--- src/rtl/adc_ma_pkg.sv ---
`default_nettype none

package adc_ma_pkg;

  // Field widths.
  localparam int unsigned SampleW = 12;
  localparam int unsigned MeanW   = 12;
  localparam int unsigned MvW     = 13;

  // Converter full scale in counts and the matching reference in millivolts.
  localparam int unsigned CountsFull = 4095;
  localparam logic [MvW-1:0] MvFull  = 13'd5000;

  // floor(mean * 5000 / 4095) == (mean * MvMul) >> MvShift for every 12-bit mean.
  // MvMul is the reciprocal rounded up; the shift is large enough that the
  // rounding error never reaches the next integer.
  localparam int unsigned MvShift   = 24;
  localparam int unsigned MvMulW    = 25;
  localparam logic [MvMulW-1:0] MvMul =
    MvMulW'(((64'd5000 << MvShift) + 64'd4094) / 64'd4095);
  localparam int unsigned MvProdW   = MeanW + MvMulW;

  // Load enables for the two result stages of the scaling unit.
  typedef struct packed {
    logic mean_en;
    logic out_en;
  } scale_ctl_t;

endpackage

`default_nettype wire

--- src/rtl/adc_ma_ring.sv ---
`default_nettype none

module adc_ma_ring #(
  parameter int unsigned DEPTH = 16
) (
  input  wire logic                             clk_i,
  input  wire logic                             rst_ni,
  input  wire logic                             wr_en_i,
  input  wire logic [adc_ma_pkg::SampleW-1:0]   sample_i,
  output logic      [adc_ma_pkg::SampleW-1:0]   sample_o,
  output logic      [adc_ma_pkg::SampleW-1:0]   old_o
);

  localparam int unsigned PtrW = (DEPTH > 1) ? $clog2(DEPTH) : 1;
  localparam logic [PtrW-1:0] LastSlot = PtrW'(DEPTH - 1);

  logic [adc_ma_pkg::SampleW-1:0] ring_q [DEPTH];
  logic [DEPTH-1:0]               fill_q;
  logic [PtrW-1:0]                ptr_q;
  logic [PtrW-1:0]                ptr_d;
  logic [adc_ma_pkg::SampleW-1:0] old_q;
  logic                           old_vld_q;
  logic [adc_ma_pkg::SampleW-1:0] sample_q;

  assign ptr_d = (ptr_q == LastSlot) ? '0 : ptr_q + PtrW'(1);

  always_ff @(posedge clk_i or negedge rst_ni) begin
    if (!rst_ni) begin
      ptr_q     <= '0;
      fill_q    <= '0;
      old_vld_q <= 1'b0;
    end else if (wr_en_i) begin
      ptr_q          <= ptr_d;
      fill_q[ptr_q]  <= 1'b1;
      old_vld_q      <= fill_q[ptr_q];
    end
  end

  // The entry is read before it is overwritten in the same edge.
  always_ff @(posedge clk_i) begin
    if (wr_en_i) begin
      ring_q[ptr_q] <= sample_i;
      old_q         <= ring_q[ptr_q];
      sample_q      <= sample_i;
    end
  end

  // An entry never written since reset reads as zero.
  assign old_o    = old_vld_q ? old_q : '0;
  assign sample_o = sample_q;

  a_ptr_range: assert property (@(posedge clk_i) disable iff (!rst_ni)
    ptr_q <= LastSlot)
    else $error("ring write pointer beyond last slot");

  a_ptr_wrap: assert property (@(posedge clk_i) disable iff (!rst_ni)
    wr_en_i && ptr_q == LastSlot |=> ptr_q == '0)
    else $error("ring write pointer did not wrap");

endmodule

`default_nettype wire

--- src/rtl/adc_ma_accum.sv ---
`default_nettype none

module adc_ma_accum #(
  parameter int unsigned DEPTH = 16
) (
  input  wire logic                                   clk_i,
  input  wire logic                                   rst_ni,
  input  wire logic                                   en_i,
  input  wire logic [adc_ma_pkg::SampleW-1:0]         sample_i,
  input  wire logic [adc_ma_pkg::SampleW-1:0]         old_i,
  output logic [$clog2(DEPTH*adc_ma_pkg::CountsFull+1)-1:0] total_o
);

  localparam int unsigned TotW = $clog2(DEPTH * adc_ma_pkg::CountsFull + 1);
  localparam logic [TotW-1:0] TotMax = TotW'(DEPTH * adc_ma_pkg::CountsFull);

  logic [TotW-1:0] total_q;
  logic [TotW-1:0] total_d;

  // The true sum never goes negative, so wrapping arithmetic is exact.
  assign total_d = total_q - TotW'(old_i) + TotW'(sample_i);

  always_ff @(posedge clk_i or negedge rst_ni) begin
    if (!rst_ni) begin
      total_q <= '0;
    end else if (en_i) begin
      total_q <= total_d;
    end
  end

  assign total_o = total_q;

  a_total_bound: assert property (@(posedge clk_i) disable iff (!rst_ni)
    total_q <= TotMax)
    else $error("running total exceeds full ring sum");

endmodule

`default_nettype wire

--- src/rtl/adc_ma_scale.sv ---
`default_nettype none

module adc_ma_scale #(
  parameter int unsigned DEPTH = 16
) (
  input  wire logic                                          clk_i,
  input  wire adc_ma_pkg::scale_ctl_t                        ctl_i,
  input  wire logic [$clog2(DEPTH*adc_ma_pkg::CountsFull+1)-1:0] total_i,
  output logic      [adc_ma_pkg::MeanW-1:0]                  mean_raw_o,
  output logic      [adc_ma_pkg::MvW-1:0]                    millivolts_o
);

  localparam int unsigned TotW     = $clog2(DEPTH * adc_ma_pkg::CountsFull + 1);
  localparam int unsigned DivShift = TotW + $clog2(DEPTH);
  localparam int unsigned ProdW    = 2 * TotW + 1;
  // Reciprocal of DEPTH rounded up; with this shift the quotient is exact for
  // every total that fits TotW bits.
  localparam logic [TotW:0] DivMul =
    (TotW+1)'(((64'd1 << DivShift) + 64'(DEPTH) - 64'd1) / 64'(DEPTH));

  logic [ProdW-1:0]                  div_prod;
  logic [adc_ma_pkg::MvProdW-1:0]    mv_prod;
  logic [adc_ma_pkg::MeanW-1:0]      mean_q;
  logic [adc_ma_pkg::MeanW-1:0]      mean_out_q;
  logic [adc_ma_pkg::MvW-1:0]        mv_q;

  assign div_prod = ProdW'(total_i) * ProdW'(DivMul);
  assign mv_prod  = adc_ma_pkg::MvProdW'(mean_q) *
                    adc_ma_pkg::MvProdW'(adc_ma_pkg::MvMul);

  always_ff @(posedge clk_i) begin
    if (ctl_i.mean_en) begin
      mean_q <= div_prod[DivShift +: adc_ma_pkg::MeanW];
    end
    if (ctl_i.out_en) begin
      mean_out_q <= mean_q;
      mv_q       <= mv_prod[adc_ma_pkg::MvShift +: adc_ma_pkg::MvW];
    end
  end

  assign mean_raw_o   = mean_out_q;
  assign millivolts_o = mv_q;

endmodule

`default_nettype wire

--- src/rtl/adc_moving_average_millivolts.sv ---
`default_nettype none

// Boxcar moving average over the last DEPTH converter samples, with the mean
// also given in millivolts for a 5 V reference (floor(mean * 5000 / 4095)).
// One sample is taken per clock unless the input is stalled, and every sample
// yields exactly one result. Each sample passes through the ring read register,
// the running total, the mean register and the output register in that order.
// The sustained rate of one sample per cycle, while the output is not stalled,
// is set by the ring buffer, which does one read and one write of the same slot
// per sample, and by the running-total adder that subtracts the outgoing sample
// and adds the new one. The ring counts as all zeros after reset, so the first
// DEPTH-1 means include zeros; the per-entry fill flags are cleared by reset at
// once and no clearing pass is needed. Division by DEPTH and the millivolt
// scaling are exact reciprocal multiplications, each followed by a register.
module adc_moving_average_millivolts #(
  parameter int unsigned DEPTH = 16
) (
  input  wire logic                               clk_i,
  input  wire logic                               rst_ni,
  input  wire logic                               in_valid_i,
  output logic                                    in_stall_o,
  input  wire logic [adc_ma_pkg::SampleW-1:0]     sample_i,
  output logic                                    out_valid_o,
  input  wire logic                               out_stall_i,
  output logic      [adc_ma_pkg::MeanW-1:0]       mean_raw_o,
  output logic      [adc_ma_pkg::MvW-1:0]         millivolts_o
);

  localparam int unsigned TotW = $clog2(DEPTH * adc_ma_pkg::CountsFull + 1);

  // Stage valid flags: ring read, running total, mean, result.
  logic vld1_q, vld2_q, vld3_q, vld4_q;
  logic vld1_d, vld2_d, vld3_d, vld4_d;
  // A stage loads when it is empty or when the stage after it loads, so
  // bubbles collapse and input is refused only with every stage full.
  logic ld1, ld2, ld3, ld4;
  logic in_xfer;

  logic [adc_ma_pkg::SampleW-1:0] s1_sample;
  logic [adc_ma_pkg::SampleW-1:0] s1_old;
  logic [TotW-1:0]                total;
  adc_ma_pkg::scale_ctl_t         scale_ctl;

  assign ld4 = !vld4_q || !out_stall_i;
  assign ld3 = !vld3_q || ld4;
  assign ld2 = !vld2_q || ld3;
  assign ld1 = !vld1_q || ld2;

  assign in_stall_o = !ld1;
  assign in_xfer    = in_valid_i && ld1;

  always_comb begin
    vld1_d = ld1 ? in_valid_i : vld1_q;
    vld2_d = ld2 ? vld1_q     : vld2_q;
    vld3_d = ld3 ? vld2_q     : vld3_q;
    vld4_d = ld4 ? vld3_q     : vld4_q;
  end

  always_ff @(posedge clk_i or negedge rst_ni) begin
    if (!rst_ni) begin
      vld1_q <= 1'b0;
      vld2_q <= 1'b0;
      vld3_q <= 1'b0;
      vld4_q <= 1'b0;
    end else begin
      vld1_q <= vld1_d;
      vld2_q <= vld2_d;
      vld3_q <= vld3_d;
      vld4_q <= vld4_d;
    end
  end

  // Stage 1: write the new sample into the ring and fetch the one it replaces.
  adc_ma_ring #(
    .DEPTH(DEPTH)
  ) u_ring (
    .clk_i   (clk_i),
    .rst_ni  (rst_ni),
    .wr_en_i (in_xfer),
    .sample_i(sample_i),
    .sample_o(s1_sample),
    .old_o   (s1_old)
  );

  // Stage 2: the running total only moves when a real sample enters it.
  adc_ma_accum #(
    .DEPTH(DEPTH)
  ) u_accum (
    .clk_i   (clk_i),
    .rst_ni  (rst_ni),
    .en_i    (ld2 && vld1_q),
    .sample_i(s1_sample),
    .old_i   (s1_old),
    .total_o (total)
  );

  // Stages 3 and 4: mean, then millivolts alongside the output register.
  assign scale_ctl.mean_en = ld3 && vld2_q;
  assign scale_ctl.out_en  = ld4 && vld3_q;

  adc_ma_scale #(
    .DEPTH(DEPTH)
  ) u_scale (
    .clk_i       (clk_i),
    .ctl_i       (scale_ctl),
    .total_i     (total),
    .mean_raw_o  (mean_raw_o),
    .millivolts_o(millivolts_o)
  );

  assign out_valid_o = vld4_q;

  a_mv_range: assert property (@(posedge clk_i) disable iff (!rst_ni)
    out_valid_o |-> millivolts_o <= adc_ma_pkg::MvFull)
    else $error("millivolt result above full scale");

  a_full_blocks: assert property (@(posedge clk_i) disable iff (!rst_ni)
    vld1_q && vld2_q && vld3_q && vld4_q && out_stall_i |-> in_stall_o)
    else $error("input taken while the pipeline is full and stalled");

  a_empty_out_takes: assert property (@(posedge clk_i) disable iff (!rst_ni)
    !vld4_q |-> !in_stall_o)
    else $error("input stalled while the result stage is empty");

endmodule

`default_nettype wire

--- config.mk ---
export PLATFORM = sky130hd
export DESIGN_NAME = adc_moving_average_millivolts
export DESIGN_NICKNAME = d
export VERILOG_FILES = /design/src/rtl/adc_ma_pkg.sv /design/src/rtl/adc_ma_ring.sv /design/src/rtl/adc_ma_accum.sv /design/src/rtl/adc_ma_scale.sv /design/src/rtl/adc_moving_average_millivolts.sv
export SDC_FILE = /design/constraint.sdc
export NUM_CORES = 1
export LEC_CHECK = 0
export BUFFER_PORTS_ARGS = -buffer_cell sky130_fd_sc_hd__buf_2
export CAP_MARGIN = 10
export CORE_UTILIZATION = 60
export DETAILED_ROUTE_END_ITERATION = 10
export PLACE_DENSITY = 0.78
export SYNTH_ARGS = -nofsm -noshare
export SYNTH_HDL_FRONTEND = slang
export SYNTH_SLANG_ARGS = --single-unit
--- constraint.sdc ---
create_clock -name clk_i -period 14.3 [get_ports clk_i]
set_clock_uncertainty 0.05 [all_clocks]
set_input_delay 0.715 -clock clk_i [delete_from_list [all_inputs] [get_ports clk_i]]
set_output_delay 0.715 -clock clk_i [all_outputs]
set_load 0.005 [all_outputs]
* Word level (Yosys, flattened, before mapping)
Memories as Yosys holds them, arrays and structs flattened. A register that Yosys moved wholly into a read port is not among the register bits.
Index checks and enable logic that the tools add are counted.
** Cells by class
- Bitwise logic cells :: 1
- $lt $le $gt $ge :: 2
- Multipliers :: 1
- Reductions and logical operators :: 15
- Equality and inequality tests :: 1
- Muxes and demuxes :: 8
- Add/sub/neg operators :: 3
** Operator list (count)
- 12-bit by 24-bit multiplier with 36-bit output, second input constant :: 1
- 16-bit by 12-bit adder with 16-bit output :: 1
- 16-bit OR :: 1
- 16-bit by 12-bit subtractor with 16-bit output :: 1
- 12-bit two-way mux :: 1
- 1-bit zero test :: 6
- 1-bit logical AND :: 5
- 4-bit by 5-bit less-than comparator with 1-bit output, second input constant :: 1
- 4-bit by 1-bit adder with 4-bit output, second input constant :: 1
- 1-bit binary-select mux with 4-bit select :: 1
- 1-bit demux with 4-bit select :: 1
- 4-bit equality test, second input constant :: 1
- 4-bit by 1-bit >= comparator with 1-bit output, second input constant :: 1
- 1-bit logical OR :: 4
- 1-bit two-way mux :: 4
- 4-bit two-way mux :: 1
** Word-level totals
- Bits in writable memories :: 192
- Memories :: 1
- Register bits :: 90
- Logic and storage cells :: 44
- Input bits :: 16
- Output and inout bits :: 27
** Memories
- u_ring.ring_q :: depth 16, bits a word 12, read ports 1, clocked after Yosys merged registers in 1, write ports 1, RTL line adc_ma_ring.sv:17 : logic [adc_ma_pkg::SampleW-1:0] ring_q [DEPTH];

* Longest topological paths before layout
Gate-level depths: netlist of the first run.
- Depth in word-level cells :: 8
- Mapped depth :: 18
- Mapped depth without buffers :: 18

* By module
From an unflattened synthesis of the first run, not the netlist that was laid out.
** Unflattened totals
- Cells, all modules :: 1029
- Area total of the unflattened synthesis :: 15541.2 sq um
** Modules (own cells, without submodules)
- adc_ma_ring :: seq. area each 7011.7 sq um, cells each 401, instances 1, area an instance 9029.9 sq um
- adc_ma_scale :: seq. area each 1111.1 sq um, cells each 407, instances 1, area an instance 4599.4 sq um
- adc_ma_accum :: seq. area each 400.4 sq um, cells each 204, instances 1, area an instance 1730.4 sq um
- adc_moving_average_millivolts :: seq. area each 100.1 sq um, cells each 17, instances 1, area an instance 181.4 sq um

* Worst setup path before layout of the first run
No wires, ideal clock.
- Path type :: register -> register
- Start point :: reg u_scale.mean_q[9] (netlist bit)
- End point :: reg u_scale.mv_q, in the netlist u_scale.millivolts_o[12], data pin
- Required time :: 13990 ps
- Clock period less this slack :: 5274 ps
- Library setup time :: 260 ps
- Path buffers :: 0
- Slack :: 9026 ps
- Data arrival time :: 4964 ps
- Stages on the path, launching flop included :: 19
- Cell sequence :: edfxtp_1 fa_1 inv_1 fa_1 fa_1 inv_1 fa_1 inv_1 fa_1 inv_1 ha_1 nand4_1 o221ai_2 a21oi_2 a31oi_1 o2111ai_1 or3b_1 o31ai_2 xnor2_1
** On the way
- Longest elaborated chain between the ends :: 1
** Ends and longest elaborated chain
- start, declared :: RTL line adc_ma_scale.sv:23 : logic [adc_ma_pkg::MeanW-1:0] mean_q;
- start signal, assigned :: RTL line adc_ma_scale.sv:33 : mean_q <= div_prod[DivShift +: adc_ma_pkg::MeanW];
- 12-bit by 24-bit multiplier with 36-bit output :: RTL line adc_ma_scale.sv:28 : assign mv_prod = adc_ma_pkg::MvProdW'(mean_q) *
- named net u_scale.mv_prod (one bit) :: RTL line adc_ma_scale.sv:22 : logic [adc_ma_pkg::MvProdW-1:0] mv_prod;
- end signal, assigned :: RTL line adc_ma_scale.sv:37 : mv_q <= mv_prod[adc_ma_pkg::MvShift +: adc_ma_pkg::MvW];
- end, declared :: RTL line adc_ma_scale.sv:25 : logic [adc_ma_pkg::MvW-1:0] mv_q;
The timed path passes the listed nets, and every way through them passes these cells.
A chain may end at the register's enable or synchronous reset.

* Final worst setup path of the first run
Same ends and word-level chain as after synthesis.

==> results of run 1 <==
==> state kept, by name (all words and copies together) (netlist names) <==
name                  flops
out_valid_o               1
u_accum.total_o          16
u_ring.fill_q            16
u_ring.old_q             12
u_ring.old_vld_q          1
u_ring.ptr_q              4
u_ring.ring_q           192
u_ring.sample_o          12
u_scale.mean_q           12
u_scale.mean_raw_o       12
u_scale.millivolts_o     13
vld1_q                    1
vld2_q                    1
vld3_q                    1
==> cell type report <==
class	instances	area (um2)
Sequential cell	294	8630
Fill cell	1693	8070
Multi-Input combinational cell	525	6040
Clock buffer	35	769
Inverter	171	642
Tap cell	330	413
Timing Repair Buffer	60	345
Clock inverter	21	194
==> worst paths after layout <==
kind / to / from / depth (start not counted) / slack [ps]
worst max-delay path: u_scale.millivolts_o[12] / u_scale.mean_q[9] / 18 / 8540
worst min-delay path: u_accum.total_o[14] / rst_ni / 2 / 180
worst min register to register: u_ring.fill_q[2] / u_ring.fill_q[2] / 1 / 420
max in group asynchronous: u_ring.ptr_q[0] / rst_ni / 2 / 13550
min in group clk_i: vld1_q / in_valid_i / 2 / 310
worst max register to register: u_scale.millivolts_o[12] / u_scale.mean_q[9] / 18 / 8540
==> cell families after synthesis <==
family	synth area share
fa+ha+maj	0.191
compound gates	0.0456
flops	0.562
mux	0.0968
buf+inv	0.0474
xor+xnor	0.0131
simple gates	0.0447
==> layer usage <==
metal	vias up	part of all wire	track usage	wire [um]
met5	-	0	0	0
met4	0	0.032	0.0922	993
met3	78	0.060	0.0373	1890
met2	310	0.50	0.418	15600
met1	4215	0.41	0.342	12800
li1	3790	-	-	-
==> through the flow <==
| stage | hold slack, ps | cell area [um2] | utilization | setup slack [ps] | instances |
|---|---|---|---|---|---|
| 2_1_floorplan | 369 | 15400 | - | 9030 | 1011 |
| 3_3_place_gp | 391 | 16100 | 0.640 | 8690 | 1380 |
| 3_5_place_dp | 399 | 16100 | 0.640 | 8570 | 1380 |
| 4_1_cts | 182 | 17000 | 0.678 | 8550 | 1436 |
| 5_1_grt | 191 | 17000 | 0.678 | 8220 | 1436 |
| 6_report | 177 | 17000 | 0.678 | 8540 | 1436 |
==> placed cells by master (no fill, tap or decap), types with 4 or more instances in the layout <==
cell type	Yosys	final
ha_1	122	122
inv_1	171	171
and3_1	4	4
clkinv_2	0	5
xnor2_1	11	11
a21o_1	13	13
o21ai_0	29	29
dfrtp_1	41	39
nand2b_1	6	6
nand2_1	31	31
nor2b_1	5	5
fa_1	70	70
clkbuf_16	0	30
nor2_1	31	29
buf_2	5	42
edfxtp_1	253	253
a31oi_1	5	5
or2_2	20	20
a211oi_1	7	7
a21oi_1	21	21
clkbuf_1	13	5
mux4_2	65	65
nand3_1	11	11
nand4_1	4	4
xor2_1	12	12
clkinv_1	0	7
and2_1	15	15
buf_4	0	18
==> flow_summary.ini, run 1 <==
[status]
status = finished clean

[timing]
worstMarginPinSlew_ps = 1140
fin_crit_sh = 0.403
setup-violations-final = 0
fin_crit_ps = 5760
rsz0062_at_grt = no
final-max-slew-violation-count = 0
hold_viol_final = 0
clock.fmax_ghz = 0.174
slew_headroom = 0.239
tns_ps = 0

[routing]
detail-route-antenna-nets = 0
firstDrtPassIters = 5
via_per_inst = 5.84
post-route-drc-count = 0
routedWlPerCell_um = 21.8
drt_wl_total_mm = 31.3
drt_iter0_markers = 845
dr_total_vias = 8393

[synth]
dominantRegCellSynth = edfxtp_1
ys_seq_elements = 294
synth_area_per_cell_um2 = 15.2
synth_area_um2 = 15400
synth_cell_types = 49
synth_seq_area_share = 0.562
yosysWarnings = 0
async_reset_ff_frac = 0.139
synth_commonest_cells = 253 x edfxtp_1, 171 x inv_1, 122 x ha_1
syn_inst = 1011
synth_edf_count = 253
synth_top_area_frac = 0.495
synth.most_common_cell = edfxtp_1
synth_area_leaders = edfxtp_1 49%, ha_1 9.9%, mux4_2 9.5%
synth_top_area_cell = edfxtp_1
synth_fp_nets = 1219

[global_routing]
antenna_found_initial = 1
gr-usage-all-layers = 0.252
grt_pass1_vias = 8704
grt_pass1_wl_mm = 49.0
grt_max_degree = 57
grt_overflow = 0

[cells_and_area]
areaGrowthSynthToFinish_pct = 11.0
drive_above_1_share = 0.186
antenna_cells = 0
final_nets = 1290

[floorplan]
core.rowCount = 58
chipHeight_um = 162
start_util = 0.611
core_um2 = 25100
ioPinCount = 43
die_w_um = 162
dieArea_um2 = 26200

[critical_path]
required_ps = 14540
endpoint_kind = flip-flop
slowest_delay_ps = 600
start_kind = flip-flop
worst_path_max_delay_cell = fa_1
critPathBufInv = 4
crit_family = adder cells
arrival_ps = 6000
crit_type = flip-flop to flip-flop
cp_max_fo = 9
worst_path_most_repeated_cell = fa_1
crit_chain = fa_1 -> inv_1 -> fa_1 -> fa_1 -> inv_1 -> fa_1 -> inv_1 -> fa_1 -> inv_1 -> ha_1 -> nand4_1 -> o221ai_2 -> a21oi_2 -> a31oi_1 -> o2111ai_1 -> or3b_1 -> o31ai_2 -> xnor2_1

[clock_tree]
cts_resized = 0
post_cts_buffers = 0
cts_made_buffers = 30
htree_levels = 1
clock_latency_ps = 580
cts.path.max_buffers = 3
ctsHoldBuffers = 0
cts-root-buf = clkbuf_16
cts_tree = done
clkTransAtPathRegs_ps = 60
clock_sinks = 294

[min_path]
holdCritPathClass = input pin to asynchronous set/reset pin

[placement]
place.gp.congestion = 0.890
dp_hpwl_mm = 21.0
io_buffer_count = 42

[job]
cap_violations = 0
Power of run 1 is left out: the tool's default activity adds up to more than one toggle a clock period on the data nets, which glitch-free logic cannot reach.
==> inputs of run 2 (changes only) <==
ABC_AREA = 1   (was unset)
CORE_UTILIZATION = 57   (was 60)
clock period = 4.9 ns   (was 14.3 ns; I/O delays follow)
==> run 2 against run 1 <==
Global-route usage is 0.88 points higher. Final area is 9.0% higher. Clock-buffer cell count is 4 higher. Die area is 15% higher. Synthesized cell count is 67% higher. Critical path type unchanged. Sequential share of layout area is 4.2 points lower. First-iteration DRC count is 21% higher. Via count is 41% higher. Register-to-register slack worse by 8300 ps. Fmax is 24% higher. Setup slack worse by 8300 ps. Synthesized area is 9.7% higher.
==> flow_summary.ini, run 2 <==
[critical_path]
required_ps = 5170
endpoint_kind = flip-flop
cp_max_fo = 3
arrival_ps = 4910
rr_worst_depth = 20
start_kind = flip-flop
crit_type = flip-flop to flip-flop

[clock_tree]
clkTransAtPathRegs_ps = 60
cts_made_buffers = 30
htree_levels = 1
cts_tree = done
clock_latency_ps = 590
post_cts_buffers = 0
cts.path.max_buffers = 3
cts-root-buf = clkbuf_16
clock_sinks = 294

[cells_and_area]
drive_above_1_share = 0.0891
areaGrowthSynthToFinish_pct = 10.3
mostFrequentLayoutCells = 359 x nand2_1, 303 x inv_1, 253 x edfxtp_1
fillers = 2233
final_common_cell = nand2_1
antenna_cells = 0
final_nets = 1970
top_register = u_ring.ring_q
largest_reg_flops = 192

[synth]
synth_cell_types = 39
synth_area_um2 = 16800
synth_top_area_frac = 0.451
synth_top_area_cell = edfxtp_1
dominantRegCellSynth = edfxtp_1
yosysWarnings = 0
synth_fp_nets = 1901
ys_seq_elements = 294
synth.most_common_cell = nand2_1
async_reset_ff_frac = 0.139
synth_edf_count = 253
syn_inst = 1693
synth_area_per_cell_um2 = 9.95
synth_area_leaders = edfxtp_1 45%, ha_1 9.1%, fa_1 8.3%
synth_commonest_cells = 359 x nand2_1, 304 x inv_1, 253 x edfxtp_1
synth_seq_area_share = 0.512

[routing]
detail-route-antenna-nets = 0
dr_total_vias = 11900
drt_iter0_markers = 1024
post-route-drc-count = 0
via_per_inst = 5.47
drt_wl_total_mm = 38.5
firstDrtPassIters = 6
routedWlPerCell_um = 17.8

[global_routing]
grt_pass1_wl_mm = 61.4
grt_pass1_vias = 12100
grt_max_degree = 58
gr-usage-all-layers = 0.261
antenna_found_initial = 0
grt_overflow = 0

[timing]
clock.fmax_ghz = 0.216
fin_crit_sh = 0.946
fin_crit_ps = 4640
final-max-slew-violation-count = 0
slew_headroom = 0.313
hold_viol_final = 0
rsz0062_at_grt = no
setup-violations-final = 0
worstMarginPinSlew_ps = 1030
tns_ps = 0

[placement]
place.gp.congestion = 0.919
io_buffer_count = 42
dp_hpwl_mm = 26.7

[floorplan]
die_w_um = 174
dieArea_um2 = 30200
core_um2 = 28900
start_util = 0.584
chipHeight_um = 174
ioPinCount = 43
core.rowCount = 62

[min_path]
holdCritPathClass = input pin to flip-flop
holdPathStages = 1

[status]
status = finished clean

[job]
cap_violations = 0
run 2: cell count changes after synthesis, sizes merged, moves of 13 or more:
cell   delta
a21o     -13
a21oi    +15
and2     -13
inv     +141
mux4     -65
nand2   +340
nand3    +32
nand4    +13
nor2    +138
o21ai    +92
o22ai    +49
run 2: final timing paths:
check	end	slack, ps	startpoint
max	u_scale.millivolts_o[8]	260	u_scale.mean_q[9]
min	u_ring.ring_q[14][0]	6	sample_i[0]
max reg2reg	u_scale.millivolts_o[8]	260	u_scale.mean_q[9]
min reg2reg	u_scale.mean_q[4]	400	u_accum.total_o[8]
max in group asynchronous	u_ring.ptr_q[0]	3790	rst_ni
min in group asynchronous	u_accum.total_o[0]	330	rst_ni
run 2: final cells by class:
type | instances | area, um2 | area share
Sequential cell | 294 | 8620 | 0.465
Multi-Input combinational cell | 1046 | 6850 | 0.369
Inverter | 312 | 1170 | 0.0632
Clock buffer | 39 | 815 | 0.0439
Timing Repair Buffer | 78 | 513 | 0.0276
Tap cell | 384 | 480 | 0.0259
Clock inverter | 15 | 114 | 0.00613
run 2: cells by family (layout without fill, tap and decap cells):
| logic type | count (synthesis) | in the layout | synth area share |
|---|---|---|---|
| AOI/OAI and AO/OA | 220 | 220 | 0.0706 |
| xor gates and xnor gates | 8 | 8 | 0.00416 |
| adders and majority gates | 192 | 192 | 0.174 |
| buffers and inverters | 353 | 444 | 0.0816 |
| DFF | 294 | 294 | 0.512 |
| and+or+nand+nor | 626 | 626 | 0.158 |
run 2: through the flow:
stage	hold slack (ps)	instance area [um2]	utilization	setup slack (ps)	std cells
floorplan	-101	16800	-	368	1693
CTS	0.477	18600	0.643	247	2168
global route	13.8	18600	0.643	21.6	2168
finish	6.20	18600	0.643	264	2168
detailed placement	385	17600	0.608	246	2106
global placement	382	17600	0.608	314	2106
run 2: timing repair:
action,CTS,global route
endpoints found under the hold margin,86,0
resized for setup,0,0
hold buffers,8,0
run 2: metal layers:
| layer | global-route usage | share of wire | vias up |
|---|---|---|---|
| li1 | - | - | 5651 |
| met1 | 0.305 | 0.37 | 5609 |
| met2 | 0.473 | 0.51 | 483 |
| met3 | 0.0333 | 0.063 | 124 |
| met4 | 0.125 | 0.049 | 0 |
| met5 | 0 | 0 | - |
run 2: critical path: stages (launching register included):
cell and delay [ps]:
edfxtp_1 420, fa_1 550, inv_1 60, fa_1 490, fa_1 520, inv_1 50
fa_1 470, inv_1 50, fa_1 520, inv_1 40, ha_1 340, nand2_1 160
inv_1 50, nand2_1 60, nand2_1 60, nand2_1 60, nand2_1 60, a21oi_1 200
nand2_1 80, nand2_1 60, nand2_1 50
Power of run 2 is left out for the same reason.
